`src/rtl/assert_macros.svh`:
```
// Assertion macros shared by the allocator RTL.
// Each macro samples on clk and is switched off while arst_n is low.
`ifndef ASSERT_MACROS_SVH
`define ASSERT_MACROS_SVH

// Plain clocked property.
`define CCA_ASSERT(label, prop, msg) \
	label: assert property (@(posedge clk) disable iff (!arst_n) prop) else $error(msg);

// Antecedent in one cycle, consequent checked in the next.
`define CCA_ASSERT_NEXT(label, ante, cons, msg) \
	label: assert property (@(posedge clk) disable iff (!arst_n) (ante) |=> (cons)) \
		else $error(msg);

`endif

```
`src/rtl/cca_pkg.sv`:
```
// Package for the channel capacity allocator: codes, defaults and reset values.
// No dependencies; imported by channel_capacity_allocator.
package cca_pkg;

	localparam int CHANNELS_PER_SIDE_DEF = 4;
	localparam int CLIENT_PORTS_DEF      = 4;
	localparam int ADDR_W                = 4;

	localparam logic [15:0] LIMIT_RST = 16'hFFFF;
	localparam logic [2:0]  COUNT_RST = 3'd2;

	typedef enum logic [2:0] {
		ST_OK          = 3'd0,
		ST_NO_CAPACITY = 3'd1,
		ST_NO_CHANNEL  = 3'd2,
		ST_INVALID     = 3'd3,
		ST_NOT_OWNER   = 3'd4
	} status_t;

	typedef enum logic {
		CMD_ALLOC = 1'b0,
		CMD_FREE  = 1'b1
	} cmd_t;

	typedef enum logic [1:0] {
		REG_LIMIT    = 2'd0,
		REG_TX_COUNT = 2'd1,
		REG_RX_COUNT = 2'd2
	} reg_idx_t;

endpackage

```
`src/rtl/channel_capacity_allocator.sv`:
```
// Channel capacity allocator: channel table, running bandwidth total and APB registers.
// Depends on cca_pkg and assert_macros.svh.
//
// Usage:
// A request is taken on the rising edge where start is high and busy is low. It
// carries command, is_receive, requesting_port, request_tag, requested_bandwidth
// and channel_number. Allocate picks the lowest free channel in use on the chosen
// side if the bandwidth limit allows; free releases a channel the requester owns.
// Each request gives exactly one result: done is high for one cycle with
// reply_tag, status, granted_channel and total_assigned. The receiver cannot
// stall, so results are never held back.
// A result passes through the request stage and then the result registers before done rises.
// Throughput is one request per cycle while busy is low: the table and running total update in a
// single register stage, so a request sees the effect of the one just before it.
// Registers (APB, byte addresses 0, 4, 8): bandwidth_limit, transmit_channel_count,
// receive_channel_count; pready is always high.
// A write to either count register rebuilds the running total with a sweep over all
// 2*CHANNELS_PER_SIDE table entries, one entry per cycle, with busy high.
// Reset empties the table, zeroes the total and loads limit 65535 and counts 2.
`include "assert_macros.svh"

module channel_capacity_allocator #(
	parameter int CHANNELS_PER_SIDE = cca_pkg::CHANNELS_PER_SIDE_DEF,
	parameter int CLIENT_PORTS      = cca_pkg::CLIENT_PORTS_DEF
) (
	input  logic                       clk,
	input  logic                       arst_n,
	input  logic                       psel,
	input  logic                       penable,
	input  logic                       pwrite,
	input  logic [cca_pkg::ADDR_W-1:0] paddr,
	input  logic [31:0]                pwdata,
	output logic [31:0]                prdata,
	output logic                       pready,
	input  logic                       start,
	output logic                       busy,
	input  logic                       command,
	input  logic                       is_receive,
	input  logic [1:0]                 requesting_port,
	input  logic [7:0]                 request_tag,
	input  logic [15:0]                requested_bandwidth,
	input  logic [3:0]                 channel_number,
	output logic                       done,
	output logic [7:0]                 reply_tag,
	output logic [2:0]                 status,
	output logic [1:0]                 granted_channel,
	output logic [15:0]                total_assigned
);
	import cca_pkg::*;

	localparam int DEPTH = 2 * CHANNELS_PER_SIDE;
	localparam int IDX_W = (DEPTH > 1) ? $clog2(DEPTH) : 1;
	localparam int CH_W  = (CHANNELS_PER_SIDE > 1) ? $clog2(CHANNELS_PER_SIDE) : 1;
	localparam int TOT_W = 16 + IDX_W;
	localparam logic [4:0]       CPS_V    = 5'(CHANNELS_PER_SIDE);
	localparam logic [IDX_W-1:0] BASE_RX  = IDX_W'(CHANNELS_PER_SIDE);
	localparam logic [IDX_W-1:0] LAST_IDX = IDX_W'(DEPTH - 1);

	// Configuration registers.
	logic [15:0] limit_q;
	logic [2:0]  tx_count_q;
	logic [2:0]  rx_count_q;
	logic        cfg_wr;
	reg_idx_t    cfg_idx;

	// Request stage.
	logic        valid_s1;
	cmd_t        cmd_s1;
	logic        rx_s1;
	logic [1:0]  port_s1;
	logic [7:0]  tag_s1;
	logic [15:0] req_s1;
	logic [3:0]  chan_s1;

	// Channel table and running total.
	logic [DEPTH-1:0] entry_busy_q;
	logic [1:0]       entry_owner_q [DEPTH];
	logic [15:0]      entry_bw_q    [DEPTH];
	logic [TOT_W-1:0] total_q;
	logic             sweep_q;
	logic [IDX_W-1:0] sweep_idx_q;

	// Result registers.
	logic        done_q;
	logic [7:0]  tag_q;
	status_t     status_q;
	logic [1:0]  granted_q;
	logic [15:0] total_out_q;

	// Decision logic.
	logic [2:0]       tx_n, rx_n, side_n;
	logic             port_ok, cap_ok, chan_ok, found;
	logic [TOT_W:0]   cap_sum;
	logic [CH_W-1:0]  grant_ch;
	logic [CH_W-1:0]  chan_lo;
	logic [IDX_W-1:0] grant_idx, ch_idx, fr_idx, rd_idx;
	logic [15:0]      rd_bw;
	logic             alloc_ok, free_ok;
	status_t          st;
	logic [TOT_W-1:0] total_next;
	logic [15:0]      total_sat;
	logic             sw_rx, sw_use;
	logic [IDX_W-1:0] sw_ch;

	function automatic logic [2:0] clamp_count(input logic [2:0] cnt);
		return ({2'b00, cnt} > CPS_V) ? CPS_V[2:0] : cnt;
	endfunction

	assign pready  = 1'b1;
	assign cfg_wr  = psel & penable & pwrite;
	assign cfg_idx = reg_idx_t'(paddr[ADDR_W-1:2]);
	assign busy    = sweep_q;

	always_comb begin
		case (cfg_idx)
			REG_LIMIT:    prdata = {16'b0, limit_q};
			REG_TX_COUNT: prdata = {29'b0, tx_count_q};
			REG_RX_COUNT: prdata = {29'b0, rx_count_q};
			default:      prdata = '0;
		endcase
	end

	always_ff @(posedge clk or negedge arst_n) begin
		if (!arst_n) begin
			limit_q    <= LIMIT_RST;
			tx_count_q <= COUNT_RST;
			rx_count_q <= COUNT_RST;
		end else if (cfg_wr) begin
			case (cfg_idx)
				REG_LIMIT:    limit_q    <= pwdata[15:0];
				REG_TX_COUNT: tx_count_q <= pwdata[2:0];
				REG_RX_COUNT: rx_count_q <= pwdata[2:0];
				default:      ;
			endcase
		end
	end

	assign tx_n   = clamp_count(tx_count_q);
	assign rx_n   = clamp_count(rx_count_q);
	assign side_n = rx_s1 ? rx_n : tx_n;

	always_ff @(posedge clk or negedge arst_n) begin
		if (!arst_n) begin
			valid_s1 <= 1'b0;
		end else begin
			valid_s1 <= start & ~busy;
		end
	end

	always_ff @(posedge clk) begin
		if (start && !busy) begin
			cmd_s1  <= cmd_t'(command);
			rx_s1   <= is_receive;
			port_s1 <= requesting_port;
			tag_s1  <= request_tag;
			req_s1  <= requested_bandwidth;
			chan_s1 <= channel_number;
		end
	end

	assign port_ok = int'(port_s1) < CLIENT_PORTS;
	assign cap_sum = {1'b0, total_q} + (TOT_W + 1)'(req_s1);
	assign cap_ok  = cap_sum <= (TOT_W + 1)'(limit_q);

	// Lowest free channel in use on the requested side.
	always_comb begin
		found    = 1'b0;
		grant_ch = '0;
		for (int c = CHANNELS_PER_SIDE - 1; c >= 0; c--) begin
			if ((5'(c) < {2'b00, side_n}) &&
			    !(rx_s1 ? entry_busy_q[c + CHANNELS_PER_SIDE] : entry_busy_q[c])) begin
				found    = 1'b1;
				grant_ch = CH_W'(c);
			end
		end
	end

	assign grant_idx = rx_s1 ? BASE_RX + IDX_W'(grant_ch) : IDX_W'(grant_ch);
	assign chan_ok   = chan_s1 < {1'b0, side_n};
	assign chan_lo   = chan_s1[CH_W-1:0];
	assign ch_idx    = rx_s1 ? BASE_RX + IDX_W'(chan_lo) : IDX_W'(chan_lo);
	assign fr_idx    = chan_ok ? ch_idx : '0;

	// The bandwidth read port is shared between the total rebuild and free requests.
	assign rd_idx = sweep_q ? sweep_idx_q : fr_idx;
	assign rd_bw  = entry_bw_q[rd_idx];

	always_comb begin
		st       = ST_OK;
		alloc_ok = 1'b0;
		free_ok  = 1'b0;
		if (!port_ok) begin
			st = ST_NOT_OWNER;
		end else if (cmd_s1 == CMD_ALLOC) begin
			if (!cap_ok) begin
				st = ST_NO_CAPACITY;
			end else if (!found) begin
				st = ST_NO_CHANNEL;
			end else begin
				alloc_ok = 1'b1;
			end
		end else begin
			if (!chan_ok) begin
				st = ST_INVALID;
			end else if (!entry_busy_q[fr_idx] || entry_owner_q[fr_idx] != port_s1) begin
				st = ST_NOT_OWNER;
			end else begin
				free_ok = 1'b1;
			end
		end
	end

	// A granted allocate never exceeds the 16-bit limit, so the sum fits the total.
	always_comb begin
		if (alloc_ok) begin
			total_next = cap_sum[TOT_W-1:0];
		end else if (free_ok) begin
			total_next = total_q - TOT_W'(rd_bw);
		end else begin
			total_next = total_q;
		end
	end

	assign total_sat = (total_next > TOT_W'(16'hFFFF)) ? 16'hFFFF : total_next[15:0];

	assign sw_rx  = sweep_idx_q >= BASE_RX;
	assign sw_ch  = sw_rx ? sweep_idx_q - BASE_RX : sweep_idx_q;
	assign sw_use = int'(sw_ch) < int'(sw_rx ? rx_n : tx_n);

	always_ff @(posedge clk or negedge arst_n) begin
		if (!arst_n) begin
			total_q     <= '0;
			sweep_q     <= 1'b0;
			sweep_idx_q <= '0;
		end else if (cfg_wr && (cfg_idx == REG_TX_COUNT || cfg_idx == REG_RX_COUNT)) begin
			total_q     <= '0;
			sweep_q     <= 1'b1;
			sweep_idx_q <= '0;
		end else if (sweep_q) begin
			total_q     <= total_q + (sw_use ? TOT_W'(rd_bw) : '0);
			sweep_idx_q <= sweep_idx_q + IDX_W'(1);
			if (sweep_idx_q == LAST_IDX) begin
				sweep_q <= 1'b0;
			end
		end else if (valid_s1) begin
			total_q <= total_next;
		end
	end

	always_ff @(posedge clk or negedge arst_n) begin
		if (!arst_n) begin
			entry_busy_q <= '0;
			for (int i = 0; i < DEPTH; i++) begin
				entry_owner_q[i] <= '0;
				entry_bw_q[i]    <= '0;
			end
		end else if (valid_s1 && alloc_ok) begin
			entry_busy_q[grant_idx]  <= 1'b1;
			entry_owner_q[grant_idx] <= port_s1;
			entry_bw_q[grant_idx]    <= req_s1;
		end else if (valid_s1 && free_ok) begin
			entry_busy_q[fr_idx]  <= 1'b0;
			entry_owner_q[fr_idx] <= '0;
			entry_bw_q[fr_idx]    <= '0;
		end
	end

	always_ff @(posedge clk or negedge arst_n) begin
		if (!arst_n) begin
			done_q <= 1'b0;
		end else begin
			done_q <= valid_s1;
		end
	end

	always_ff @(posedge clk) begin
		if (valid_s1) begin
			tag_q       <= tag_s1;
			status_q    <= st;
			granted_q   <= alloc_ok ? 2'(grant_ch) : 2'b00;
			total_out_q <= total_sat;
		end
	end

	assign done            = done_q;
	assign reply_tag       = tag_q;
	assign status          = status_q;
	assign granted_channel = granted_q;
	assign total_assigned  = total_out_q;

	`CCA_ASSERT(a_result_follows, valid_s1 |=> done_q, "request produced no result")
	`CCA_ASSERT(a_grant_only_ok, done_q && (status_q != ST_OK) |-> granted_q == 2'b00, "channel given on refusal")
	`CCA_ASSERT_NEXT(a_alloc_marks, valid_s1 && alloc_ok, $countones(entry_busy_q) == $past($countones(entry_busy_q)) + 1, "allocate did not mark one entry")
	`CCA_ASSERT_NEXT(a_free_clears, valid_s1 && free_ok, $countones(entry_busy_q) == $past($countones(entry_busy_q)) - 1, "free did not clear one entry")

endmodule
```
`config.mk`:
```
export PLATFORM = sky130hd
export DESIGN_NAME = channel_capacity_allocator
export DESIGN_NICKNAME = d
export VERILOG_FILES = /design/src/rtl/cca_pkg.sv /design/src/rtl/channel_capacity_allocator.sv
export VERILOG_INCLUDE_DIRS = /design/src /design/src/rtl
export SDC_FILE = /design/constraint.sdc
export NUM_CORES = 1
export LEC_CHECK = 0
export BUFFER_PORTS_ARGS = -buffer_cell sky130_fd_sc_hd__buf_2
export CAP_MARGIN = 20
export CORE_MARGIN = 1.5
export CORE_UTILIZATION = 55
export DETAILED_ROUTE_END_ITERATION = 10
export PLACE_DENSITY = 0.75
export SYNTH_ARGS = -nofsm -noshare
export SYNTH_HDL_FRONTEND = slang
export SYNTH_SLANG_ARGS = --single-unit
export TNS_END_PERCENT = 1
```
`constraint.sdc`:
```
create_clock -name clk -period 7.5 [get_ports clk]
set_input_delay 0.75 -clock clk [delete_from_list [all_inputs] [get_ports clk]]
set_output_delay 0.75 -clock clk [all_outputs]
set_load 0.01 [all_outputs]
```
==> results of run 1 <==
-- Yosys cell counts, types with 10 or more instances --
library cell	count	area (µm²)
buf_2	14	70.1
xor2_1	13	114
o21a_1	13	97.6
a311oi_1	14	123
edfxtp_1	61	1830
dfrtp_1	181	4530
mux4_2	19	428
ha_1	73	913
a22o_1	110	963
mux2_2	29	327
a21oi_1	79	395
o21ai_0	59	295
dfstp_2	18	473
nor2_1	74	278
a21o_1	20	150
and2_1	32	200
mux2i_1	10	100
nand2_1	165	619
nor2b_1	13	81.3
nand3_1	36	180
xnor2_1	30	263
buf_4	36	270
nor3_1	19	95.1
clkbuf_1	51	191
nand2b_1	16	100
a211oi_1	22	165
inv_1	47	176
-- layer usage --
metal  vias to the layer above  global-route usage [%]  share of wire, %
li1                       5348                       -                 -
met1                      5832                    39.1                42
met2                       572                    47.8                47
met3                        78                    3.97               7.8
met4                         0                    9.91               3.2
met5                         -                       0                 0
-- worst paths after layout --
path / startpoint / endpoint / slack (ns) / cells after the start
worst max-delay path: rx_count_q[1] / total_assigned[7] / 0.90 / 24
worst min-delay path: arst_n / tx_count_q[2] / 0.24 / 1
worst max register to register: rx_count_q[1] / total_assigned[7] / 0.90 / 24
worst min register to register: tag_s1[3] / reply_tag[3] / 0.42 / 0
max in group asynchronous: arst_n / entry_busy_q[7] / 6.01 / 2
min in group clk: requesting_port[0] / port_s1[0] / 0.37 / 1
-- cell type report --
cell class / instances / area share, %
Multi-Input combinational cell: 1023 / 44.8
Sequential cell: 260 / 41.3
Clock buffer: 38 / 5.03
Timing Repair Buffer: 132 / 4.60
Tap cell: 335 / 2.53
Inverter: 47 / 1.07
Clock inverter: 14 / 0.696
-- sequential cells by signal, summed over array words and instances (netlist names) --
name and flops:
chan_s1 4, port_s1 2, total_q 19, status 3, tx_count_q 3, entry_busy_q 8, reply_tag 8, limit_q 16
entry_bw_q 128, sweep_idx_q 3, done 1, entry_owner_q 16, req_s1 16, tag_s1 8, rx_s1 1, total_assigned 16
granted_channel 2, rx_count_q 3, busy 1, cmd_s1 1, valid_s1 1
-- report_power, final --
part | internal (mW) | switching [mW] | total (mW)
logic | 1.65 | 2.28 | 3.92
registers | 1.99 | 0.409 | 2.40
clock network | 0.816 | 0.587 | 1.40
total | 4.46 | 3.27 | 7.73
-- metrics by stage --
stage	utilization, %	hold WS (ns)	total power [mW]	worst slack, ns
floorplan	-	0.400	5.22	1.71
global placement	59.2	0.400	6.10	1.20
detailed placement	59.3	0.405	6.23	1.10
CTS	62.9	0.274	7.67	1.01
global route	63.0	0.307	8.23	0.601
finish	63.0	0.243	7.73	0.905
-- kinds of logic (layout without fill, tap and decap cells) --
group | after synthesis | in the layout | share of synthesized area, %
AO/OA/AOI/OAI | 414 | 414 | 20.5
XOR/XNOR | 44 | 44 | 2.64
adder cells (fa/ha/maj) | 77 | 77 | 6.62
buffers and inverters | 155 | 231 | 4.99
flip-flops | 260 | 260 | 46.0
multiplexers | 58 | 58 | 5.75
other | 2 | 17 | 0.0505
AND/OR/NAND/NOR | 413 | 413 | 13.5
==> impl_metrics.yaml, run 1 <==
die:
  core-area_um2: 26300
  initial_core_util_pct: 56.5
  io_pins: 138
  die_h_um: 167
  die_area_um2: 28000
  die_x_um: 167
  rows: 59
layout:
  area_delta_synth_final_pct: 11.3
  fill_cells: 2091
  final_cell_area_um2: 16500
  seqCellArea_um2: 6840
  antennaDiodeCount: 0
  fin_nets: 1642
  final_common_cell: "dfrtp_1"
  multi_input_area_um2: 7410
  final_cells: 1849
  drive_above_1_share_pct: 18.8
  most-common-layout-cells: "180 x dfrtp_1, 165 x nand2_1, 110 x a22o_1"
run:
  maxCapViolCount: 0
synthesis:
  ys_types: 92
  ys_ff_latch: 260
  seq_area_frac_synth_pct: 46.0
  synthCells: 1423
  synth_edf_count: 61
  synth_ff_type: "dfrtp_1"
  synth.avg_cell_area_um2: 10.4
  ys_warn_count: 0
  syn_area_um2: 14900
  synthArstFlopShare_pct: 76.5
clocking:
  clock_path_buffers: 3
  clkTransAtPathRegs_ns: 0.06
  post-cts-setup-buffers: 0
  hold_buffers: 0
  cts.sinks: 260
  cts.repair.resized: 0
  cts_tree: "yes"
  clk_latency_ns: 0.55
  cts.root.buffer_cell: "clkbuf_16"
  htreeDepth: 1
  cts_made_buffers: 28
timing:
  setup_viol: 0
  max_freq_mhz: 152
  post-route-min-period_ns: 6.60
  tightest_slew_ns: 1.15
  hold_violations: 0
  grt_setup_unrepaired: "no"
  fin_crit_sh_pct: 87.9
  tns_ns: 0
  worst_clock_skew_ns: 0.0153
  max_slew_margin_pct: 23.3
  drv_slew: 0
setup_path:
  cp_slowest_stage_delay_ns: 0.58
  crit_path_top_delay_cell: "a211oi_1"
  cp-start-kind: "register"
  path_cells: "nor2b_1, a21oi_1, ha_1, or4_4, a21oi_4, o21ai_2, nor2_1, a21oi_4, buf_4, a211oi_1, a311oi_1, a21oi_1, ha_1, nand2_1, a21oi_1, o21ai_0, a21boi_0, o211ai_1, a41oi_2, a211oi_1, o31ai_4, xor2_2, nand4_2, a211o_1"
  cpLargestDelayFamily: "compound AO/OA/AOI/OAI gates"
  path_max_fanout: 21
  crit_type: "reg -> reg"
  endpoint_kind: "register"
  critical_path_buf_inv_count: 1
  required_ns: 7.79
  arrival_ns: 6.89
  cp_common_cell: "a21oi_1"
placed_design:
  numPlacedInstances: 1795
  hpwl_um: 27700
  dpl_cell_area_um2: 15600
  port_buffers: 102
  gp_congestion: 0.899
power:
  p_leak_nw: 7.45
  powerDensity_nw_per_um2: 467
  vdd_drop_max_uv: 202
route:
  via_per_inst: 6.40
  drtAntennaViolNets: 0
  drc: 0
  via_count: 11800
  drt-total-wl_um: 40300
  drtIter0Drc: 1186
  drt_pass1_iterations: 5
  avgRoutedWirePerCell_um: 21.8
grt:
  overflow: 0
  antenna_found_initial: 0
  grtUsageTotal_pct: 28.8
  grt_first_pass_wirelength_um: 63700
  grt_max_degree: 88
  grt_pass1_vias: 11500
hold_path:
  hold_path.class: "in -> async"
outcome:
  status: "finished, final reports clean"
(Power assumes the default switching activity.)
==> inputs of run 2 (changes only) <==
- CELL_PAD_IN_SITES_DETAIL_PLACEMENT: unset -> 1
- CELL_PAD_IN_SITES_GLOBAL_PLACEMENT: unset -> 2
- CORE_UTILIZATION: 55 -> 39
- PLACE_DENSITY: 0.75 -> unset
- PLACE_DENSITY_LB_ADDON: unset -> 0.1
==> run 2 against run 1 <==
Effect of this change: critical path depth unchanged; die area up 40%; worst setup slack worse by 0.23 ns; flip-flop and latch count unchanged; first-iteration DRC count down 36%; via count down 2.0%; global-route usage down 4.2 points; critical endpoint unchanged.
==> impl_metrics.yaml, run 2 (synthesized netlist as in run 1, its figures left out) <==
clocking:
  cts_tree: "yes"
  hold_buffers: 0
  cts.sinks: 260
  clkTransAtPathRegs_ns: 0.06
  clock_path_buffers: 3
  post-cts-setup-buffers: 0
  htreeDepth: 1
  cts.repair.resized: 0
  cts.root.buffer_cell: "clkbuf_16"
  cts_made_buffers: 31
  clk_latency_ns: 0.58
power:
  p_leak_nw: 7.49
  powerDensity_nw_per_um2: 471
  power_mw: 7.94
  vdd_drop_max_uv: 206
timing:
  drv_slew: 0
  setup_viol: 0
  grt_setup_unrepaired: "no"
  max_slew_margin_pct: 24.0
  tightest_slew_ns: 1.14
  tns_ns: 0
  finalWorstSetupSlack_ns: 0.675
  post-route-min-period_ns: 6.83
  hold_violations: 0
  worst_clock_skew_ns: 0.0151
  hold_ws_ns: 0.263
  fin_crit_sh_pct: 91.0
  max_freq_mhz: 147
route:
  drt_pass1_iterations: 5
  via_per_inst: 5.70
  drt-total-wl_um: 47500
  via_count: 11600
  drtAntennaViolNets: 0
  drc: 0
  drtIter0Drc: 757
  avgRoutedWirePerCell_um: 23.4
die:
  io_pins: 138
  core-area_um2: 37600
  rows: 71
  die_h_um: 198
  die_x_um: 198
  die_area_um2: 39300
  initial_core_util_pct: 39.5
outcome:
  status: "finished, final reports clean"
placed_design:
  port_buffers: 102
  numPlacedInstances: 1976
  gp_congestion: 0.864
  dpl_cell_area_um2: 15800
  hpwl_um: 33100
  dpl_worst_slack_ns: 0.705
grt:
  grtUsageTotal_pct: 24.7
  grt_pass1_vias: 11900
  overflow: 0
  grt_max_degree: 100
  antenna_found_initial: 0
  grt_first_pass_wirelength_um: 73600
layout:
  top_register: "entry_bw_q"
  final_cell_area_um2: 16900
  most-common-layout-cells: "180 x dfrtp_1, 165 x nand2_1, 110 x a22o_1"
  final_util_pct: 44.9
  final_common_cell: "dfrtp_1"
  largest_registers: "entry_bw_q: 128 flops, total_q: 19 flops"
  drive_above_1_share_pct: 19.0
  area_delta_synth_final_pct: 13.4
  largest_reg_flops: 128
  final_cells: 2033
  antennaDiodeCount: 0
  fin_nets: 1648
setup_path:
  required_ns: 7.83
  path_max_fanout: 18
  crit_type: "reg -> reg"
  r2r-start: "rx_count_q[1]"
  cp-start-kind: "register"
  arrival_ns: 7.15
  rrSetupSlack_ns: 0.67
  r2r_end: "total_assigned[7]"
  r2r_cells: 24
  cp-endpoint: "total_assigned[7]"
  startpoint: "rx_count_q[1]"
  endpoint_kind: "register"
hold_path:
  hold_path.class: "in -> async"
run:
  maxCapViolCount: 0
[run 2: cell count changes in the layout (fill, tap and decap cells not counted), sizes merged]
cell / before / now
buf: 131 / 134
clkinvlp: 3 / 2
clkinv: 8 / 4
clkbuf: 39 / 49
[run 2: how the worst min path moves through the flow]
| stage | to | slack [ns] | cells after the start |
|---|---|---|---|
| 5_1_grt | req_s1[12] | 0.32 | 1 |
| 4_1_cts | tx_count_q[0] | 0.30 | 1 |
| 6_report | tx_count_q[0] | 0.26 | 1 |
| 3_3_place_gp | reply_tag[3] | 0.40 | 0 |
| 2_1_floorplan | reply_tag[0] | 0.40 | 0 |
| 3_5_place_dp | reply_tag[5] | 0.41 | 0 |
[run 2: where the power goes]
group | internal, mW | switching, mW | total (mW)
Clock | 0.884 | 0.620 | 1.50
Sequential | 2.00 | 0.410 | 2.41
Combinational | 1.66 | 2.37 | 4.03
[run 2: layout make-up]
type	instances	area (µm²)
fillers	4159	20700
clock inverters	9	88.8
inverters	47	176
well taps	511	639
multi-input cells	1023	7420
repair buffers	135	767
clock buffers	48	930
flip-flops and latches	260	6840
[run 2: per-layer routing]
metal	wire, µm	track usage, %	part of all wire [%]
met2	22000	40.1	46
met5	0	0	0
met3	1730	2.35	3.6
met1	22500	34.9	47
met4	1280	7.21	2.7
[run 2: worst max-delay path: stages, from the launching register on]
cell and delay [ns]:
dfstp_2 0.56, nor2b_1 0.18, a21oi_1 0.15, ha_1 0.31, o21a_1 0.23, nor3_2 0.13, o21ai_2 0.30, nor2_1 0.12
a21oi_4 0.59, buf_4 0.31, a211oi_1 0.07, a311oi_1 0.37, a21oi_1 0.16, ha_1 0.40, nand2_1 0.09, a21oi_1 0.04
o21ai_0 0.23, a21boi_0 0.16, o211ai_1 0.26, a41oi_2 0.23, a211oi_1 0.57, o31ai_4 0.13, xor2_2 0.23, nand4_2 0.33
a211o_1 0.39
